[config.mk]
export PLATFORM = sky130hd
export DESIGN_NAME = ugpi_ctrl
export DESIGN_NICKNAME = d
export VERILOG_FILES = /design/src/ugpi_pkg.sv /design/src/ugpi_ctrl.sv
export SDC_FILE = /design/constraint.sdc
export NUM_CORES = 1
export LEC_CHECK = 0
export BUFFER_PORTS_ARGS = -buffer_cell sky130_fd_sc_hd__buf_2
export CAP_MARGIN = 5
export CORE_MARGIN = 2
export CORE_UTILIZATION = 53
export DETAILED_ROUTE_END_ITERATION = 8
export HOLD_SLACK_MARGIN = 0.12
export MAX_ROUTING_LAYER = met4
export PLACE_DENSITY = 0.78
export SLEW_MARGIN = 15
export SYNTH_ARGS = -nofsm -noshare
export SYNTH_HDL_FRONTEND = slang
export SYNTH_SLANG_ARGS = --single-unit
export TNS_END_PERCENT = 1
[constraint.sdc]
create_clock -name i_clk -period 2 [get_ports i_clk]
set_input_delay 0.2 -clock i_clk [delete_from_list [all_inputs] [get_ports i_clk]]
set_output_delay 0.2 -clock i_clk [all_outputs]
set_load 0.05 [all_outputs]
[src/ugpi_pkg.sv]
// Shared types, codes and default sizes of the uniform grid point index.
`default_nettype none
package ugpi_pkg;

    localparam int CAPACITY_DEF = 32;
    localparam int GRID_X_DEF   = 8;
    localparam int GRID_Z_DEF   = 8;

    typedef enum logic [1:0] {
        CMD_LOAD  = 2'd0,
        CMD_QUERY = 2'd1,
        CMD_CLEAR = 2'd2,
        CMD_READ  = 2'd3
    } t_cmd;

    typedef enum logic [1:0] {
        KIND_PT   = 2'd0,
        KIND_DONE = 2'd1,
        KIND_ACK  = 2'd2,
        KIND_CELL = 2'd3
    } t_kind;

    typedef enum logic [2:0] {
        REG_BOX_MIN_X = 3'd0,
        REG_BOX_MAX_X = 3'd1,
        REG_BOX_MIN_Y = 3'd2,
        REG_BOX_MAX_Y = 3'd3,
        REG_BOX_MIN_Z = 3'd4,
        REG_BOX_MAX_Z = 3'd5,
        REG_SCALE_X   = 3'd6,
        REG_SCALE_Z   = 3'd7
    } t_reg;

    typedef struct packed {
        t_cmd               cmd;
        logic signed [15:0] pos_x;
        logic signed [15:0] pos_y;
        logic signed [15:0] pos_z;
        logic [15:0]        entity_id;
        logic [15:0]        radius;
        logic [5:0]         max_count;
        logic               exclude_self;
        logic [7:0]         cell_sel;
        logic               last;
    } t_in_item;

    typedef struct packed {
        t_kind              kind;
        logic signed [15:0] out_x;
        logic signed [15:0] out_y;
        logic signed [15:0] out_z;
        logic [15:0]        out_entity;
        logic [5:0]         count;
        logic [5:0]         offset;
        logic               final_res;
    } t_out_item;

    typedef struct packed {
        logic  cap;
        logic  stg_wr;
        logic  cm_init;
        logic  sort_step;
        logic  cell_end;
        logic  commit_fin;
        logic  clr;
        logic  q_mul;
        logic  q_step;
        logic  out_load;
        t_kind out_sel;
    } t_dp_cmd;

    typedef struct packed {
        logic last;
        logic staged_zero;
        logic elem_last;
        logic cell_last;
        logic q_end;
        logic q_match;
        logic o_free;
    } t_dp_sts;

endpackage
`default_nettype wire

[src/ugpi_ctrl.sv]
// Controller state machine: load, batch sort, clear, cell read and radius query sequencing.
`default_nettype none
module ugpi_ctrl (
    input  wire logic              i_clk,
    input  wire logic              i_rst_n,
    input  wire logic              i_in_valid,
    input  wire ugpi_pkg::t_cmd    i_in_cmd,
    output logic                   o_in_ready,
    input  wire ugpi_pkg::t_dp_sts i_sts,
    output ugpi_pkg::t_dp_cmd      o_cmd
);
    import ugpi_pkg::*;

    typedef enum logic [15:0] {
        S_IDLE   = 16'h0001,
        S_LCALC  = 16'h0002,
        S_LWR    = 16'h0004,
        S_CSTART = 16'h0008,
        S_CRD    = 16'h0010,
        S_CCHK   = 16'h0020,
        S_CEND   = 16'h0040,
        S_CFIN   = 16'h0080,
        S_ACK    = 16'h0100,
        S_CLR    = 16'h0200,
        S_RCELL  = 16'h0400,
        S_COUT   = 16'h0800,
        S_QCHK   = 16'h1000,
        S_QMUL   = 16'h2000,
        S_QCMP   = 16'h4000,
        S_QDONE  = 16'h8000
    } t_state;

    t_state r_state, n_state;

    always_ff @(posedge i_clk) begin
        if (!i_rst_n) begin
            r_state <= S_IDLE;
        end else begin
            r_state <= n_state;
        end
    end

    assign o_in_ready = i_rst_n && (r_state == S_IDLE);

    always_comb begin
        n_state = r_state;
        o_cmd   = '0;
        case (r_state)
            S_IDLE: begin
                if (i_in_valid) begin
                    o_cmd.cap = 1'b1;
                    case (i_in_cmd)
                        CMD_LOAD:  n_state = S_LCALC;
                        CMD_QUERY: n_state = S_QCHK;
                        CMD_CLEAR: n_state = S_CLR;
                        default:   n_state = S_RCELL;
                    endcase
                end
            end
            S_LCALC: n_state = S_LWR;
            S_LWR: begin
                o_cmd.stg_wr = 1'b1;
                n_state = i_sts.last ? S_CSTART : S_IDLE;
            end
            S_CSTART: begin
                if (i_sts.staged_zero) begin
                    n_state = S_ACK;
                end else begin
                    o_cmd.cm_init = 1'b1;
                    n_state = S_CRD;
                end
            end
            S_CRD: n_state = S_CCHK;
            S_CCHK: begin
                o_cmd.sort_step = 1'b1;
                n_state = i_sts.elem_last ? S_CEND : S_CRD;
            end
            S_CEND: begin
                o_cmd.cell_end = 1'b1;
                n_state = i_sts.cell_last ? S_CFIN : S_CRD;
            end
            S_CFIN: begin
                o_cmd.commit_fin = 1'b1;
                n_state = S_ACK;
            end
            S_ACK: begin
                if (i_sts.o_free) begin
                    o_cmd.out_load = 1'b1;
                    o_cmd.out_sel  = KIND_ACK;
                    n_state = S_IDLE;
                end
            end
            S_CLR: begin
                o_cmd.clr = 1'b1;
                n_state = S_IDLE;
            end
            S_RCELL: n_state = S_COUT;
            S_COUT: begin
                if (i_sts.o_free) begin
                    o_cmd.out_load = 1'b1;
                    o_cmd.out_sel  = KIND_CELL;
                    n_state = S_IDLE;
                end
            end
            S_QCHK: n_state = i_sts.q_end ? S_QDONE : S_QMUL;
            S_QMUL: begin
                o_cmd.q_mul = 1'b1;
                n_state = S_QCMP;
            end
            S_QCMP: begin
                if (!i_sts.q_match || i_sts.o_free) begin
                    o_cmd.q_step   = 1'b1;
                    o_cmd.out_load = i_sts.q_match;
                    o_cmd.out_sel  = KIND_PT;
                    n_state = S_QCHK;
                end
            end
            S_QDONE: begin
                if (i_sts.o_free) begin
                    o_cmd.out_load = 1'b1;
                    o_cmd.out_sel  = KIND_DONE;
                    n_state = S_IDLE;
                end
            end
            default: n_state = S_IDLE;
        endcase
    end
endmodule
`default_nettype wire

==> flow_summary.yaml <==
die:
  die_area_mm2: 0.00254
  row_count: 16
  die-width_um: 50.4
  die_h_um: 50.4
  io_pins: 25
  start_util: 0.569
  core_mm2: 0.00200
yosys:
  synth_cell_types: 45
  ys_ff_latch: 16
  synth_edf_count: 0
  yosys_warnings: 0
  synthArstFlopShare: 0
  ys_seq_area_frac: 0.281
  synth_top_flop_cell: "dfxtp_1"
  yosys.area_share.simple: 0.446
  netlist_instances: 128
  netlist_area_mm2: 0.00114
  synth_fa_ha_area_frac: 0
  synth_mux_area_frac: 0
  synthXorXnorAreaFrac: 0.0307
  synth_area_per_cell_um2: 8.91
  synth-compound-area-share: 0.154
  synth.area.top_cells: "dfxtp_1, nor4_4, nor2_1"
  synth.largest_area_cell: "dfxtp_1"
  synth_top_family_by_area: "simple AND/OR/NAND/NOR gates"
  yosysTopAreaCellShare: 0.281
  synth_fp_nets: 140
power:
  p_per_area_mw_per_mm2: 842
  leakage_uw: 0.000713
  ir_worst_vdd_mv: 0.765
routing:
  first_iter_violations: 56
  via_count: 1218
  drc: 0
  viasPerCell: 6.06
  routed_wl_mm: 3.43
  firstDrtPassIters: 4
  routedWlPerCell_um: 17.0
  ant_nets: 0
outcome:
  violations: "negative setup slack"
  run_status: "complete, but fails checks"
sta:
  relSlewSlack: 0.733
  worst_pin_slew_ns: 0.395
  fmax_mhz: 459
  slew_viol_final: 0
  fin_setup_tns_ns: -1.13
  finalClockSkew_ns: 0.00939
  setup_viol: 11
  post-route-period-util: 1.09
  rsz0062_at_grt: "yes"
  hold_viol_final: 0
  layout_min_cycle_time_ns: 2.18
  worst_slack_ns: -0.181
finish:
  area_delta_synth_final_pct: 39.8
  nets: 187
  layout_common_cells: "buf_4, nor2_1, buf_2, dfxtp_1, buf_6"
  final_layout_size_suffix_gt1_frac: 0.448
  fill_cells: 136
  diodes: 0
  final_common_cell: "buf_4"
  largest_reg_flops: 16
  regMostFlops: "r_state"
  top_regs: "r_state (16)"
place:
  dp.final_hpwl_mm: 2.37
  gp_congestion: 0.872
  dp_slack_ns: 0.0298
  port_buffers: 24
clock_network:
  clock_path_buffers: 2
  cts-buffers-inserted: 3
  h-tree-depth: 1
  clk_pin_slew_ns: 0.10
  numClockSinks: 16
  root_buffer: "clkbuf_4"
  cts_tree: "yes"
  clk_latency_ns: 0.31
worst_hold_path:
  hp-class: "in2reg"
setup_path:
  worst_setup_path_end_kind: "output port"
  cp.required_ns: 1.80
  path_class: "reg2out"
  crit_arrival_ns: 1.98
  critPathLaunchType: "register"
  critPathMaxFanout: 2
global_routing:
  track_usage: 0.291
  antenna_found_initial: 0
  grt_overflow: 0
  grt_max_degree: 13
  grt_pass1_vias: 1215
  grt_pass1_wl_mm: 5.45
flow_run:
  maxCapViolCount: 0
==> path summary, 6_finish.rpt <==
kind / startpoint / end / cells after the start / slack [ns]
max: r_state[8] / o_cmd[3] / 7 / -0.18
min: i_sts[3] / r_state[7] / 2 / 0.13
max reg2reg: r_state[8] / r_state[15] / 7 / 0.07
min reg2reg: r_state[4] / r_state[5] / 2 / 0.53
==> critical path: stages, from the launching register on <==
cell and delay, ns:
dfxtp_2 0.35, nor4_4 0.33, nand2_2 0.09, or3_4 0.37, nor2_4 0.10, nand3b_1 0.11, a21oi_2 0.13, buf_6 0.17
==> repair_timing <==
action                                 in CTS  in global routing
endpoints found under the hold margin       2                  0
hold buffers                                3                  0
pin swaps                                   6                  3
resized for setup                          33                 13
buffers inserted                            5                  0
setup endpoints to repair                  12                 15
==> power by group <==
part,internal (uW),switching (uW),total [uW]
sequential,336,25.7,362
combinational,355,399,754
clock,111,115,226
==> stage by stage <==
step | util | total power [uW] | instance area, um^2 | hold slack (ns) | cells
floorplan | - | 785 | 1150 | 0.272 | 128
global placement | 0.676 | 958 | 1350 | 0.371 | 189
detailed placement | 0.676 | 978 | 1350 | 0.382 | 189
CTS | 0.778 | 1270 | 1560 | 0.138 | 201
global route | 0.796 | 1400 | 1590 | 0.164 | 201
finish | 0.796 | 1340 | 1590 | 0.129 | 201
==> cells in the mapped netlist, types with 4 or more instances <==
library cell / number
nor2b_1: 4
nor4_1: 4
and2_1: 4
nand3_1: 4
dfxtp_1: 16
nor2_1: 16
nand2_1: 7
inv_1: 8
and3_1: 5
nor4b_1: 5
==> cell type report <==
| type | instances | area, um^2 | area share |
|---|---|---|---|
| flip-flops and latches | 16 | 330 | 0.207 |
| multi-input cells | 98 | 777 | 0.487 |
| repair buffers | 48 | 387 | 0.243 |
| clock buffers | 4 | 36.3 | 0.0228 |
| well taps | 27 | 33.8 | 0.0212 |
| inverters | 8 | 30.0 | 0.0188 |
==> cell families (layout without fill, tap and decap cells) <==
logic type | count (synthesis) | count (layout)
buf+inv | 14 | 60
simple gates | 74 | 74
xor+xnor | 4 | 4
compound gates | 20 | 20
flops | 16 | 16
==> per-layer routing <==
metal	part of all wire	up-vias	track usage
li1	-	570	-
met1	0.40	568	0.328
met2	0.51	63	0.524
met3	0.070	17	0.0595
met4	0.026	0	0.0721
met5	0	-	-
Power figures use the tool's default switching activity.
